<file path="src/rtl/tlbclk_pkg.sv">
// Shared types and constants for the fully associative TLB with clock replacement.
// Used by the controller, the datapath and the top level; no dependencies.
package tlbclk_pkg;

	localparam int FRAME_W   = 20;
	localparam int SLOT_W    = 4;
	localparam int HIT_CNT_W = 32;
	localparam int CFG_W     = 5;
	localparam logic [CFG_W-1:0] CFG_RESET = 5'd16;

	// m_tdata: frame, slot, hit_total, padded to whole bytes
	localparam int M_DATA_W = ((FRAME_W + SLOT_W + HIT_CNT_W + 7) / 8) * 8;
	localparam int M_USER_W = 2;

	typedef enum logic [1:0] {
		ST_IDLE,
		ST_LOOKUP,
		ST_SWEEP
	} ctl_state_t;

	// controller -> datapath
	typedef struct packed {
		logic load;          // capture the input item
		logic lookup_done;   // hit or free entry: update and emit result
		logic sweep_start;   // miss with table full: load sweep pointer
		logic sweep_advance; // clear used bit at pointer, step pointer
		logic sweep_done;    // victim at pointer: fill and emit result
	} ctl_cmd_t;

	// datapath -> controller
	typedef struct packed {
		logic lu_hit;
		logic lu_free;
		logic victim_clear;
		logic out_free;
	} ctl_sts_t;

endpackage

</file>
<file path="src/rtl/tlbclk_ctrl.sv">
// Controller state machine for the TLB: idle, lookup and clock sweep.
// Depends on tlbclk_pkg for the state enum and the command/status structs.
module tlbclk_ctrl (
	input  logic                clk,
	input  logic                arst_n,
	input  logic                s_tvalid,
	output logic                s_tready,
	input  tlbclk_pkg::ctl_sts_t sts,
	output tlbclk_pkg::ctl_cmd_t cmd
);

	tlbclk_pkg::ctl_state_t state_q;
	tlbclk_pkg::ctl_state_t state_nxt;

	always_ff @(posedge clk or negedge arst_n) begin
		if (!arst_n) begin
			state_q <= tlbclk_pkg::ST_IDLE;
		end else begin
			state_q <= state_nxt;
		end
	end

	always_comb begin
		state_nxt = state_q;
		case (state_q)
			tlbclk_pkg::ST_IDLE: begin
				if (s_tvalid) begin
					state_nxt = tlbclk_pkg::ST_LOOKUP;
				end
			end
			tlbclk_pkg::ST_LOOKUP: begin
				if (sts.lu_hit || sts.lu_free) begin
					if (sts.out_free) begin
						state_nxt = tlbclk_pkg::ST_IDLE;
					end
				end else begin
					state_nxt = tlbclk_pkg::ST_SWEEP;
				end
			end
			tlbclk_pkg::ST_SWEEP: begin
				if (sts.victim_clear && sts.out_free) begin
					state_nxt = tlbclk_pkg::ST_IDLE;
				end
			end
			default: state_nxt = tlbclk_pkg::ST_IDLE;
		endcase
	end

	always_comb begin
		cmd      = '0;
		s_tready = 1'b0;
		case (state_q)
			tlbclk_pkg::ST_IDLE: begin
				s_tready = 1'b1;
				cmd.load = s_tvalid;
			end
			tlbclk_pkg::ST_LOOKUP: begin
				if (sts.lu_hit || sts.lu_free) begin
					cmd.lookup_done = sts.out_free;
				end else begin
					cmd.sweep_start = 1'b1;
				end
			end
			tlbclk_pkg::ST_SWEEP: begin
				if (sts.victim_clear) begin
					cmd.sweep_done = sts.out_free;
				end else begin
					cmd.sweep_advance = 1'b1;
				end
			end
			default: begin
				cmd      = '0;
				s_tready = 1'b0;
			end
		endcase
	end

endmodule

</file>
<file path="src/rtl/tlbclk_datapath.sv">
// TLB datapath: entry storage, parallel tag compare, clock sweep pointer,
// hit counter, configuration register and result register. Uses tlbclk_pkg.
module tlbclk_datapath #(
	parameter int TLB_DEPTH = 16,
	parameter int PAGE_BITS = 20
) (
	input  logic                                 clk,
	input  logic                                 arst_n,
	input  logic                                 cfg_wr,
	input  logic [tlbclk_pkg::CFG_W-1:0]         cfg_data,
	input  tlbclk_pkg::ctl_cmd_t                 cmd,
	output tlbclk_pkg::ctl_sts_t                 sts,
	input  logic [PAGE_BITS-1:0]                 in_page,
	input  logic                                 in_write,
	input  logic [PAGE_BITS-1:0]                 in_refill,
	input  logic                                 m_tready,
	output logic                                 m_tvalid,
	output logic                                 out_hit,
	output logic [tlbclk_pkg::FRAME_W-1:0]       out_frame,
	output logic [tlbclk_pkg::SLOT_W-1:0]        out_slot,
	output logic                                 out_dirty,
	output logic [tlbclk_pkg::HIT_CNT_W-1:0]     out_total
);

	localparam int IDX_W = $clog2(TLB_DEPTH);
	localparam int NW    = $clog2(TLB_DEPTH + 1);

	logic [PAGE_BITS-1:0] tag_q   [TLB_DEPTH];
	logic [PAGE_BITS-1:0] frame_q [TLB_DEPTH];
	logic [TLB_DEPTH-1:0] valid_q;
	logic [TLB_DEPTH-1:0] used_q;
	logic [TLB_DEPTH-1:0] dirty_q;
	logic [IDX_W-1:0]     hand_q;
	logic [IDX_W-1:0]     pos_q;
	logic [tlbclk_pkg::HIT_CNT_W-1:0] hit_cnt_q;
	logic [tlbclk_pkg::CFG_W-1:0]     entries_q;

	logic [PAGE_BITS-1:0] page_q;
	logic                 wr_q;
	logic [PAGE_BITS-1:0] refill_q;

	logic [NW-1:0]        active_n;
	logic [TLB_DEPTH-1:0] hit_vec;
	logic [TLB_DEPTH-1:0] free_vec;
	logic                 lu_hit;
	logic                 lu_free;
	logic [IDX_W-1:0]     hit_idx;
	logic [IDX_W-1:0]     free_idx;
	logic [IDX_W-1:0]     sel_idx;
	logic [IDX_W-1:0]     pos_nxt;
	logic [IDX_W-1:0]     start_pos;
	logic                 do_fill;
	logic                 do_finish;
	logic                 is_hit;
	logic [tlbclk_pkg::HIT_CNT_W-1:0] hit_cnt_nxt;

	// zero behaves as one entry, values above the built depth saturate
	always_comb begin
		if (entries_q == '0) begin
			active_n = NW'(1);
		end else if (int'(entries_q) > TLB_DEPTH) begin
			active_n = NW'(TLB_DEPTH);
		end else begin
			active_n = NW'(entries_q);
		end
	end

	always_comb begin
		for (int k = 0; k < TLB_DEPTH; k++) begin
			hit_vec[k]  = (k < int'(active_n)) && valid_q[k] && (tag_q[k] == page_q);
			free_vec[k] = (k < int'(active_n)) && !valid_q[k];
		end
	end

	// lowest matching and lowest free entry
	always_comb begin
		lu_hit   = 1'b0;
		lu_free  = 1'b0;
		hit_idx  = '0;
		free_idx = '0;
		for (int k = TLB_DEPTH - 1; k >= 0; k--) begin
			if (hit_vec[k]) begin
				lu_hit  = 1'b1;
				hit_idx = IDX_W'(k);
			end
			if (free_vec[k]) begin
				lu_free  = 1'b1;
				free_idx = IDX_W'(k);
			end
		end
	end

	always_comb begin
		start_pos = (int'(hand_q) < int'(active_n)) ? hand_q : '0;
		pos_nxt   = ((int'(pos_q) + 1) == int'(active_n)) ? '0 : IDX_W'(pos_q + 1'b1);
	end

	assign is_hit    = cmd.lookup_done && lu_hit;
	assign do_fill   = (cmd.lookup_done && !lu_hit) || cmd.sweep_done;
	assign do_finish = cmd.lookup_done || cmd.sweep_done;
	assign sel_idx   = cmd.sweep_done ? pos_q : (lu_hit ? hit_idx : free_idx);
	assign hit_cnt_nxt = hit_cnt_q + tlbclk_pkg::HIT_CNT_W'(is_hit);

	assign sts.lu_hit       = lu_hit;
	assign sts.lu_free      = lu_free;
	assign sts.victim_clear = !used_q[pos_q];
	assign sts.out_free     = !m_tvalid || m_tready;

	always_ff @(posedge clk or negedge arst_n) begin
		if (!arst_n) begin
			valid_q   <= '0;
			used_q    <= '0;
			dirty_q   <= '0;
			hand_q    <= '0;
			pos_q     <= '0;
			hit_cnt_q <= '0;
			entries_q <= tlbclk_pkg::CFG_RESET;
			m_tvalid  <= 1'b0;
		end else begin
			if (cfg_wr) begin
				entries_q <= cfg_data;
			end
			if (cmd.sweep_start) begin
				pos_q <= start_pos;
			end
			if (cmd.sweep_advance) begin
				used_q[pos_q] <= 1'b0;
				pos_q         <= pos_nxt;
			end
			if (do_finish) begin
				hand_q          <= sel_idx;
				used_q[sel_idx] <= 1'b1;
				hit_cnt_q       <= hit_cnt_nxt;
				if (do_fill) begin
					valid_q[sel_idx] <= 1'b1;
					dirty_q[sel_idx] <= wr_q;
				end else if (wr_q) begin
					dirty_q[sel_idx] <= 1'b1;
				end
			end
			if (do_finish) begin
				m_tvalid <= 1'b1;
			end else if (m_tready) begin
				m_tvalid <= 1'b0;
			end
		end
	end

	always_ff @(posedge clk) begin
		if (cmd.load) begin
			page_q   <= in_page;
			wr_q     <= in_write;
			refill_q <= in_refill;
		end
		if (do_fill) begin
			tag_q[sel_idx]   <= page_q;
			frame_q[sel_idx] <= refill_q;
		end
		if (do_finish) begin
			out_hit   <= is_hit;
			out_frame <= tlbclk_pkg::FRAME_W'(is_hit ? frame_q[hit_idx] : refill_q);
			out_slot  <= tlbclk_pkg::SLOT_W'(sel_idx);
			out_dirty <= wr_q;
			out_total <= hit_cnt_nxt;
		end
	end

endmodule

</file>
<file path="src/rtl/tlb_lookup_clock_replace_top.sv">
// Fully associative TLB with clock replacement: top level, stream ports and packing.
// An item is taken only in idle; on a hit or a fill of a free entry the result is registered from the
// lookup state. A full-table miss first loads the sweep pointer, then steps past each used entry, clearing
// its used bit, until it finds a clear one. A new item waits until the last result is registered, and a
// held result stalls the lookup or the sweep. Reset (arst_n low, async): entries invalid, used/dirty clear,
// hand and hit count zero, entries_in_use = 16. Depends on tlbclk_pkg, tlbclk_ctrl, tlbclk_datapath.
module tlb_lookup_clock_replace_top #(
	parameter int TLB_DEPTH = 16,
	parameter int PAGE_BITS = 20
) (
	input  logic clk,
	input  logic arst_n,

	// configuration: entries_in_use
	input  logic                          cfg_valid,
	output logic                          cfg_ready,
	input  logic [tlbclk_pkg::CFG_W-1:0]  cfg_data,

	// input items
	input  logic                                   s_tvalid,
	output logic                                   s_tready,
	// bits up: virtual_page, refill_frame, zero padding
	input  logic [((2 * PAGE_BITS + 7) / 8) * 8-1:0] s_tdata,
	// bit 0: is_write
	input  logic                                   s_tuser,

	// result items
	output logic                               m_tvalid,
	input  logic                               m_tready,
	// bits up: frame[19:0], slot[23:20], hit_total[55:24]
	output logic [tlbclk_pkg::M_DATA_W-1:0]    m_tdata,
	// bit 0: hit, bit 1: mark_table_dirty
	output logic [tlbclk_pkg::M_USER_W-1:0]    m_tuser
);

	tlbclk_pkg::ctl_cmd_t cmd;
	tlbclk_pkg::ctl_sts_t sts;

	logic                                 out_hit;
	logic [tlbclk_pkg::FRAME_W-1:0]       out_frame;
	logic [tlbclk_pkg::SLOT_W-1:0]        out_slot;
	logic                                 out_dirty;
	logic [tlbclk_pkg::HIT_CNT_W-1:0]     out_total;

	// register writes should land only while idle (the user's rule, not enforced); cfg_ready is tied high
	assign cfg_ready = 1'b1;

	tlbclk_ctrl u_ctrl (
		.clk      (clk),
		.arst_n   (arst_n),
		.s_tvalid (s_tvalid),
		.s_tready (s_tready),
		.sts      (sts),
		.cmd      (cmd)
	);

	tlbclk_datapath #(
		.TLB_DEPTH (TLB_DEPTH),
		.PAGE_BITS (PAGE_BITS)
	) u_datapath (
		.clk       (clk),
		.arst_n    (arst_n),
		.cfg_wr    (cfg_valid && cfg_ready),
		.cfg_data  (cfg_data),
		.cmd       (cmd),
		.sts       (sts),
		.in_page   (s_tdata[PAGE_BITS-1:0]),
		.in_write  (s_tuser),
		.in_refill (s_tdata[2*PAGE_BITS-1:PAGE_BITS]),
		.m_tready  (m_tready),
		.m_tvalid  (m_tvalid),
		.out_hit   (out_hit),
		.out_frame (out_frame),
		.out_slot  (out_slot),
		.out_dirty (out_dirty),
		.out_total (out_total)
	);

	// result packing, lowest field first
	assign m_tdata = tlbclk_pkg::M_DATA_W'({out_total, out_slot, out_frame});
	assign m_tuser = {out_dirty, out_hit};

endmodule
</file>
<file path="config.mk">
export PLATFORM = sky130hd
export DESIGN_NAME = tlb_lookup_clock_replace_top
export DESIGN_NICKNAME = d
export VERILOG_FILES = /design/src/rtl/tlbclk_pkg.sv /design/src/rtl/tlbclk_ctrl.sv /design/src/rtl/tlbclk_datapath.sv /design/src/rtl/tlb_lookup_clock_replace_top.sv
export SDC_FILE = /design/constraint.sdc
export NUM_CORES = 2
export LEC_CHECK = 0
export ABC_AREA = 1
export BUFFER_PORTS_ARGS = -buffer_cell sky130_fd_sc_hd__buf_2
export CELL_PAD_IN_SITES_DETAIL_PLACEMENT = 0
export CELL_PAD_IN_SITES_GLOBAL_PLACEMENT = 2
export CORE_UTILIZATION = 42
export CTS_CLUSTER_SIZE = 20
export DETAILED_ROUTE_END_ITERATION = 8
export HOLD_SLACK_MARGIN = 0.06
export PLACE_DENSITY = 0.9
export SYNTH_ARGS = -nofsm -noshare
export SYNTH_HDL_FRONTEND = slang
export SYNTH_SLANG_ARGS = --single-unit
</file>
<file path="constraint.sdc">
create_clock -name clk -period 6.5 [get_ports clk]
set_input_delay 0.975 -clock clk [delete_from_list [all_inputs] [get_ports clk]]
set_output_delay 0.975 -clock clk [all_outputs]
set_load 0.01 [all_outputs]
</file>
Word level (Yosys, flattened, before mapping) --
Memories as Yosys holds them, arrays and structs flattened. Index checks and enable logic that the tools add are counted.
Storage, ports and cells: flip-flop bits (word level) 179, memory bits (writable) 640, bits of input ports 51, word-level logic and storage cells 249, memories 2
Cells by class: add/subtract/negate cells 3, magnitude comparators 22, eq/ne operators 22, mux-type cells 98, bitwise logic cells 4, reduce and logical (&&, ||, !) cells 82
Memory list:
- u_datapath.frame_q | words 16, width 20, rd ports 1, clocked after Yosys merged registers in 0, wr ports 1, line tlbclk_datapath.sv:29 | logic [PAGE_BITS-1:0] frame_q [TLB_DEPTH];
- u_datapath.tag_q | words 16, width 20, rd ports 16, clocked after Yosys merged registers in 0, wr ports 1, line tlbclk_datapath.sv:28 | logic [PAGE_BITS-1:0] tag_q [TLB_DEPTH];
Operator list (count):
- $eq A20 B20 Y1 | 16
- $mux W4 | 38
- $logic_and A1 B1 Y1 | 53
- $mux W1 | 45
- $lt A4 B5 Y1 const A | 8
- $add A32 B1 Y32 | 1
- $eq A32 B6 Y1 | 1
- $mux W16 | 2
- $or A16 B16 Y16 | 2
- $lt A3 B5 Y1 const A | 4
- $mux W20 | 1
- $logic_not A1 Y1 | 19
- $and A16 B16 Y16 | 1
- $not A16 Y16 | 1
- $mux W2 | 6
- $lt A1 B5 Y1 const A | 2
- $lt A2 B5 Y1 const A | 2
- $lt A4 B5 Y1 const B | 2
- $mux W5 | 2
- $demux W1 S4 | 2
- $ge A4 B1 Y1 const B | 2
- $pmux W2 S3 | 1
- $add A4 B1 Y5 const B | 1
- $gt A5 B5 Y1 const B | 1
- 14 further kinds | 18

Longest topological paths before layout --
depth after elaboration 30, mapped depth 33

Modules after synthesis --
From an unflattened synthesis, not the netlist that was laid out.
Second synthesis, totals: cell total of the unflattened synthesis 3656, area, all modules 38011.5 um^2
Modules (own cells, without submodules):
- tlbclk_datapath | instances 1, cells an instance 3628, area each 37846.3 um^2, seq. area each 24144.4 um^2
- tlbclk_ctrl | instances 1, cells an instance 24, area each 138.9 um^2, seq. area each 50.0 um^2
- tlb_lookup_clock_replace_top | instances 1, cells an instance 4, area each 26.3 um^2, seq. area each 0.0 um^2

Worst setup path after synthesis --
OpenSTA, ideal clock, no wires.
path type reg2reg, start point register u_datapath.page_q[18], end point register u_datapath.out_total[30] (netlist bit), data pin, arrival 4680 ps, path slack 1557 ps, cell stages (with the launch flop) 27, clock period less this slack 4943 ps, cells stage by stage edfxtp_1 > buf_2 > buf_2 > xnor2_1 > nand3_1 > nor4_1 > nand4_1 > and2_1 > and2_4 > nand3_2 > nor3_2 > nand2_1 > nand3_1 > nor2_1 > buf_2 > ha_1 > ha_1 > nand3_1 > nor3_1 > inv_1 > nor3_1 > nand4_1 > nor4_1 > nand2_1 > nor3_1 > nand3_1 > xor2_1
Between the ends: cells in the longest elaborated chain, start to end 23, elaborated cells on any way between the ends 53
Ends and longest elaborated chain:
- start: declaration | line tlbclk_datapath.sv:38 | logic [PAGE_BITS-1:0] page_q;
- start signal: assignment | line tlbclk_datapath.sv:151 | page_q <= in_page;
- $eq A20 B20 Y1 | line tlbclk_datapath.sv:70 | hit_vec[k] = (k < int'(active_n)) && valid_q[k] && (tag_q[k] == page_q);
- $logic_and A1 B1 Y1 | line tlbclk_datapath.sv:70
- $mux W1 (15 in series) | line tlbclk_datapath.sv:82 | if (hit_vec[k]) begin
- $mux W1 * | line tlbclk_datapath.sv:82
- $logic_or A1 B1 Y1 | line tlbclk_ctrl.sv:58 | if (sts.lu_hit || sts.lu_free) begin
- $mux W1 | line tlbclk_ctrl.sv:58
- $mux W2 | line tlbclk_ctrl.sv:52 | case (state_q)
- $logic_and A1 B1 Y1 * | line tlbclk_datapath.sv:98 | assign is_hit = cmd.lookup_done && lu_hit;
- via u_datapath.is_hit | line tlbclk_datapath.sv:54 | logic is_hit;
- $add A32 B1 Y32 * | line tlbclk_datapath.sv:102 | assign hit_cnt_nxt = hit_cnt_q + tlbclk_pkg::HIT_CNT_W'(is_hit);
- via u_datapath.hit_cnt_nxt, one bit | line tlbclk_datapath.sv:55 | logic [tlbclk_pkg::HIT_CNT_W-1:0] hit_cnt_nxt;
- end signal: assignment | line tlbclk_datapath.sv:164 | out_total <= hit_cnt_nxt;
- end: declaration | line tlbclk_datapath.sv:22 | output logic [tlbclk_pkg::HIT_CNT_W-1:0] out_total
Mark *: on every way through the listed nets, which the timed path passes. The rest lies on a longest branch. A chain may end at the register's enable or synchronous reset.

Worst setup path after layout --
start point register u_datapath.page_q[10], end point register u_datapath.hit_cnt_q[30] (netlist bit)
Between the ends: cells in the longest elaborated chain, start to end 23, elaborated cells on any way between the ends 54
Ends and longest elaborated chain:
- $eq A20 B20 Y1 | line tlbclk_datapath.sv:70
- $logic_and A1 B1 Y1 | line tlbclk_datapath.sv:70
- $mux W1 (15 in series) | line tlbclk_datapath.sv:82
- $mux W1 * | line tlbclk_datapath.sv:82
- $logic_or A1 B1 Y1 | line tlbclk_ctrl.sv:58
- $mux W1 | line tlbclk_ctrl.sv:58
- $mux W2 | line tlbclk_ctrl.sv:52
- $logic_and A1 B1 Y1 * | line tlbclk_datapath.sv:98
- $add A32 B1 Y32 * | line tlbclk_datapath.sv:102
- via u_datapath.hit_cnt_nxt, one bit | line tlbclk_datapath.sv:55
- end signal: assignment | line tlbclk_datapath.sv:133 | hit_cnt_q <= hit_cnt_nxt;
- end: declaration | line tlbclk_datapath.sv:35 | logic [tlbclk_pkg::HIT_CNT_W-1:0] hit_cnt_q;
Marks and branches as above.

==> flow_results.xml <==
<?xml version="1.0" encoding="UTF-8"?>
<metrics>
  <group name="yosys">
    <metric name="netlist_instances" unit="">3843</metric>
    <metric name="yosys_warnings" unit="">0</metric>
    <metric name="syn-num-nets" unit="">3902</metric>
    <metric name="synth_top_area_share" unit="%">56.8</metric>
    <metric name="yosys.cell_count.top_type" unit="">nand2_1</metric>
    <metric name="yosysSeqAreaShare" unit="%">61.9</metric>
    <metric name="synth_commonest_cells" unit="">nand2_1 (792), edfxtp_1 (739), inv_1 (490), nand3_1 (386), nor2_1 (304)</metric>
    <metric name="synthesis.area" unit="um^2">39100</metric>
    <metric name="async_reset_ff_share" unit="%">9.77</metric>
    <metric name="synth_edf_count" unit="">739</metric>
    <metric name="synth.largest_area_cell" unit="">edfxtp_1</metric>
    <metric name="synthesis.area_per_instance" unit="um^2">10.2</metric>
    <metric name="synth-seq-cells" unit="">819</metric>
    <metric name="post_synth_cell_types" unit="">67</metric>
    <metric name="post_synth_main_area_contributors" unit="">edfxtp_1 (57%), nand2_1 (7.6%), dfrtp_1 (5.1%)</metric>
    <metric name="ys.flop_type" unit="">edfxtp_1</metric>
  </group>
  <group name="placed_design">
    <metric name="placement.io_buffers" unit="">110</metric>
    <metric name="place_ws" unit="ns">0.588</metric>
    <metric name="post-dp-hpwl" unit="mm">75.1</metric>
    <metric name="routabilityCongestion" unit="">0.934</metric>
    <metric name="dp_cells" unit="">5124</metric>
  </group>
  <group name="timing">
    <metric name="layout_min_cycle_time" unit="ns">5.74</metric>
    <metric name="setup_viol" unit="">0</metric>
    <metric name="crit_share_post_route" unit="%">88.3</metric>
    <metric name="layout_setup_ws" unit="ns">0.759</metric>
    <metric name="worst_slew_margin_rel" unit="%">27.9</metric>
    <metric name="grt_setup_unrepaired" unit="">false</metric>
    <metric name="worst-slew-pin-transition" unit="ns">1.08</metric>
    <metric name="max_clock_freq" unit="MHz">174</metric>
    <metric name="finalHoldViolations" unit="">0</metric>
    <metric name="fin_setup_tns" unit="ns">0</metric>
    <metric name="timing.clock.skew" unit="ns">0.0378</metric>
    <metric name="drv_slew" unit="">0</metric>
  </group>
  <group name="worst_setup_path">
    <metric name="worstSetupEndpointType" unit="">flop</metric>
    <metric name="crit_path_top_delay_cell" unit="">buf_4</metric>
    <metric name="critPathMaxStageDelay" unit="ns">0.49</metric>
    <metric name="critical_path_peak_fanout" unit="">32</metric>
    <metric name="path_common_cell" unit="">nand2_1</metric>
    <metric name="timing.critical_path.required" unit="ns">7.04</metric>
    <metric name="worstPathArrival" unit="ns">6.28</metric>
    <metric name="worstSetupStartpointType" unit="">flop</metric>
    <metric name="criticalPathCategory" unit="">flop to flop</metric>
    <metric name="regToRegSetupSlack" unit="ns">0.76</metric>
  </group>
  <group name="finish">
    <metric name="post_layout_nonfiller_instances" unit="">5289</metric>
    <metric name="layout.filler_cells" unit="">8513</metric>
    <metric name="num-nets-final" unit="">4031</metric>
    <metric name="drive_gt1_share" unit="%">12.0</metric>
    <metric name="n_antenna_cell" unit="">0</metric>
    <metric name="area.growth.synth_to_final" unit="%">13.2</metric>
  </group>
  <group name="routing">
    <metric name="final_antenna_net_count" unit="">0</metric>
    <metric name="wl_met3" unit="mm">10.3</metric>
    <metric name="vias" unit="">28600</metric>
    <metric name="drc_errors" unit="">0</metric>
    <metric name="first_pass_iters" unit="">6</metric>
    <metric name="post_drt_wl_per_cell" unit="um">22.8</metric>
    <metric name="drt_first_iter_violations" unit="">3329</metric>
    <metric name="vias_per_cell" unit="">5.41</metric>
    <metric name="m1WireLength" unit="mm">53.6</metric>
    <metric name="highest_routing_layer_actually_used" unit="">met5</metric>
    <metric name="wire_length_on_met2" unit="mm">53.8</metric>
    <metric name="wl" unit="mm">121</metric>
  </group>
  <group name="floorplanning">
    <metric name="initial_core_util" unit="%">42.5</metric>
    <metric name="die_x" unit="um">307</metric>
    <metric name="dieArea" unit="um^2">94300</metric>
    <metric name="number_of_top_level_design_ports" unit="">112</metric>
    <metric name="die_height" unit="um">307</metric>
    <metric name="placement_rows" unit="">111</metric>
    <metric name="core_area" unit="um^2">91900</metric>
  </group>
  <group name="cts">
    <metric name="clock_network_latency_to_the_later_pin_of_the_worst_skew_pair" unit="ns">0.68</metric>
    <metric name="clock_tree_from_tritoncts" unit="">done</metric>
    <metric name="cts.sinks" unit="">819</metric>
    <metric name="h-tree-depth" unit="">3</metric>
    <metric name="cts-root-buf" unit="">clkbuf_16</metric>
    <metric name="cts-buffers-inserted" unit="">89</metric>
    <metric name="clk_pin_slew" unit="ns">0.06</metric>
    <metric name="hold_buffers" unit="">0</metric>
    <metric name="clockBufferDepth" unit="">3</metric>
  </group>
  <group name="run_status">
    <metric name="status" unit="">complete, no violations</metric>
  </group>
  <group name="power_and_ir_drop">
    <metric name="p_int" unit="mW">10.7</metric>
    <metric name="power_density" unit="nW/um^2">357</metric>
    <metric name="swShare" unit="%">32.0</metric>
    <metric name="power_frac_clock" unit="%">33.4</metric>
    <metric name="power.combinational.fraction" unit="%">21.4</metric>
    <metric name="power.total" unit="mW">15.8</metric>
    <metric name="power.net_switching" unit="mW">5.06</metric>
    <metric name="leakagePower" unit="nW">17.7</metric>
    <metric name="seq_power_share" unit="%">45.2</metric>
    <metric name="vdd_ir_drop_max" unit="V">0.000295</metric>
  </group>
  <group name="grt">
    <metric name="initial_antenna_violation_count" unit="">6</metric>
    <metric name="first_pass_grt_wire_length" unit="mm">178</metric>
    <metric name="vias_in_the_first_global_route" unit="">27600</metric>
    <metric name="grt.total_usage" unit="%">25.6</metric>
    <metric name="grt_start_max_net_pins" unit="">77</metric>
    <metric name="overflow" unit="">0</metric>
  </group>
  <group name="flow_run">
    <metric name="drv.max_cap_violation_count" unit="">0</metric>
  </group>
  <group name="worst_hold_path">
    <metric name="hp-class" unit="">input pin to async pin</metric>
  </group>
</metrics>
[critical path, delay by kind of cell (launching register included)]
kind / cells / cell delay, ns
DFF: 1 / 0.32
AOI/OAI and AO/OA: 2 / 0.23
adders and majority gates: 2 / 0.40
buffers and inverters: 3 / 0.96
and+or+nand+nor: 21 / 3.50
xor gates and xnor gates: 1 / 0.18
[repair_timing]
item / in CTS / in global routing
hold endpoints to repair: 0 / 0
resized for setup: 0 / 1
endpoints found under the setup margin: 0 / 3
setup buffers: 0 / 0
[layout by cell type (no fill, tap or decap), drive strengths merged, types with 3 or more instances in the layout]
cell type | Yosys | layout
nand2 | 799 | 799
edfxtp | 739 | 739
inv | 523 | 524
nand3 | 389 | 389
nor2 | 318 | 318
buf | 125 | 201
nand3b | 148 | 148
o21ai | 132 | 132
clkbuf | 38 | 119
nand4 | 105 | 105
xor2 | 82 | 82
dfrtp | 79 | 79
or2 | 69 | 69
nor3 | 67 | 67
nor4 | 55 | 55
xnor2 | 40 | 40
clkinv | 1 | 34
o22ai | 26 | 26
a21oi | 19 | 19
o2111ai | 14 | 14
nor3b | 13 | 13
bufinv | 0 | 10
ha | 8 | 8
nor4b | 7 | 7
a211oi | 6 | 6
o211ai | 5 | 5
and2 | 5 | 5
a2111oi | 5 | 5
mux2i | 4 | 4
a22oi | 3 | 3
o31ai | 3 | 3
[flip-flops by register name, summed over array words and instances (netlist names), 16 cells and up]
name                  flops
u_datapath.frame_q      320
u_datapath.tag_q        320
u_datapath.hit_cnt_q     32
u_datapath.out_total     32
u_datapath.out_frame     20
u_datapath.page_q        20
u_datapath.refill_q      20
u_datapath.used_q        16
u_datapath.valid_q       16
[cell families after synthesis]
kind of cell / Yosys count / synth area share (%)
buffers and inverters: 687 / 7.60
DFF: 819 / 61.9
AOI/OAI and AO/OA: 224 / 3.44
other: 1 / 0.00959
and+or+nand+nor: 1978 / 24.0
adders and majority gates: 8 / 0.256
xor gates and xnor gates: 122 / 2.73
muxes: 4 / 0.102
[per-layer routing]
layer  up-vias  GRT usage, %
met5         -             0
met4         2          7.60
met3       190          4.04
met2      1284          39.5
met1     13800          37.2
li1      13300             -
[path summary, 6_finish.rpt]
check,cells past startpoint,end,start
min in group clk,0,u_datapath.out_dirty,u_datapath.wr_q
max reg2reg,29,u_datapath.hit_cnt_q[30],u_datapath.page_q[10]
min reg2reg,0,u_datapath.out_dirty,u_datapath.wr_q
max,29,u_datapath.hit_cnt_q[30],u_datapath.page_q[10]
min,1,u_datapath.hit_cnt_q[21],arst_n
max in group asynchronous,2,u_datapath.valid_q[10],arst_n
[per-stage QoR]
step | util (%) | hold slack [ns] | area (um^2)
global route | 48.1 | 0.262 | 44300
CTS | 48.1 | 0.232 | 44300
finish | 48.1 | 0.253 | 44300
detailed placement | 44.8 | 0.412 | 41200
global placement | 44.8 | 0.401 | 41200
floorplan | - | 0.400 | 39100
[final cells by class]
class | count | area (um^2) | area share [%]
Inverter | 524 | 1980 | 4.47
Clock buffer | 119 | 2460 | 5.56
Clock inverter | 46 | 582 | 1.31
Tap cell | 1243 | 1560 | 3.51
Multi-Input combinational cell | 2337 | 12100 | 27.3
Timing Repair Buffer | 201 | 1400 | 3.16
Sequential cell | 819 | 24200 | 54.7
[power groups by stage]
stage / Clock (mW) / Combinational, mW / Sequential [mW]
after floorplan: 0 / 1.96 / 7.23
after global placement: 0 / 3.35 / 7.23
after detailed placement: 0 / 3.35 / 7.23
after CTS: 5.34 / 3.36 / 7.14
after global routing: 5.55 / 3.67 / 7.21
final: 5.28 / 3.38 / 7.14
No activity file was read; power rests on OpenSTA's default activity.
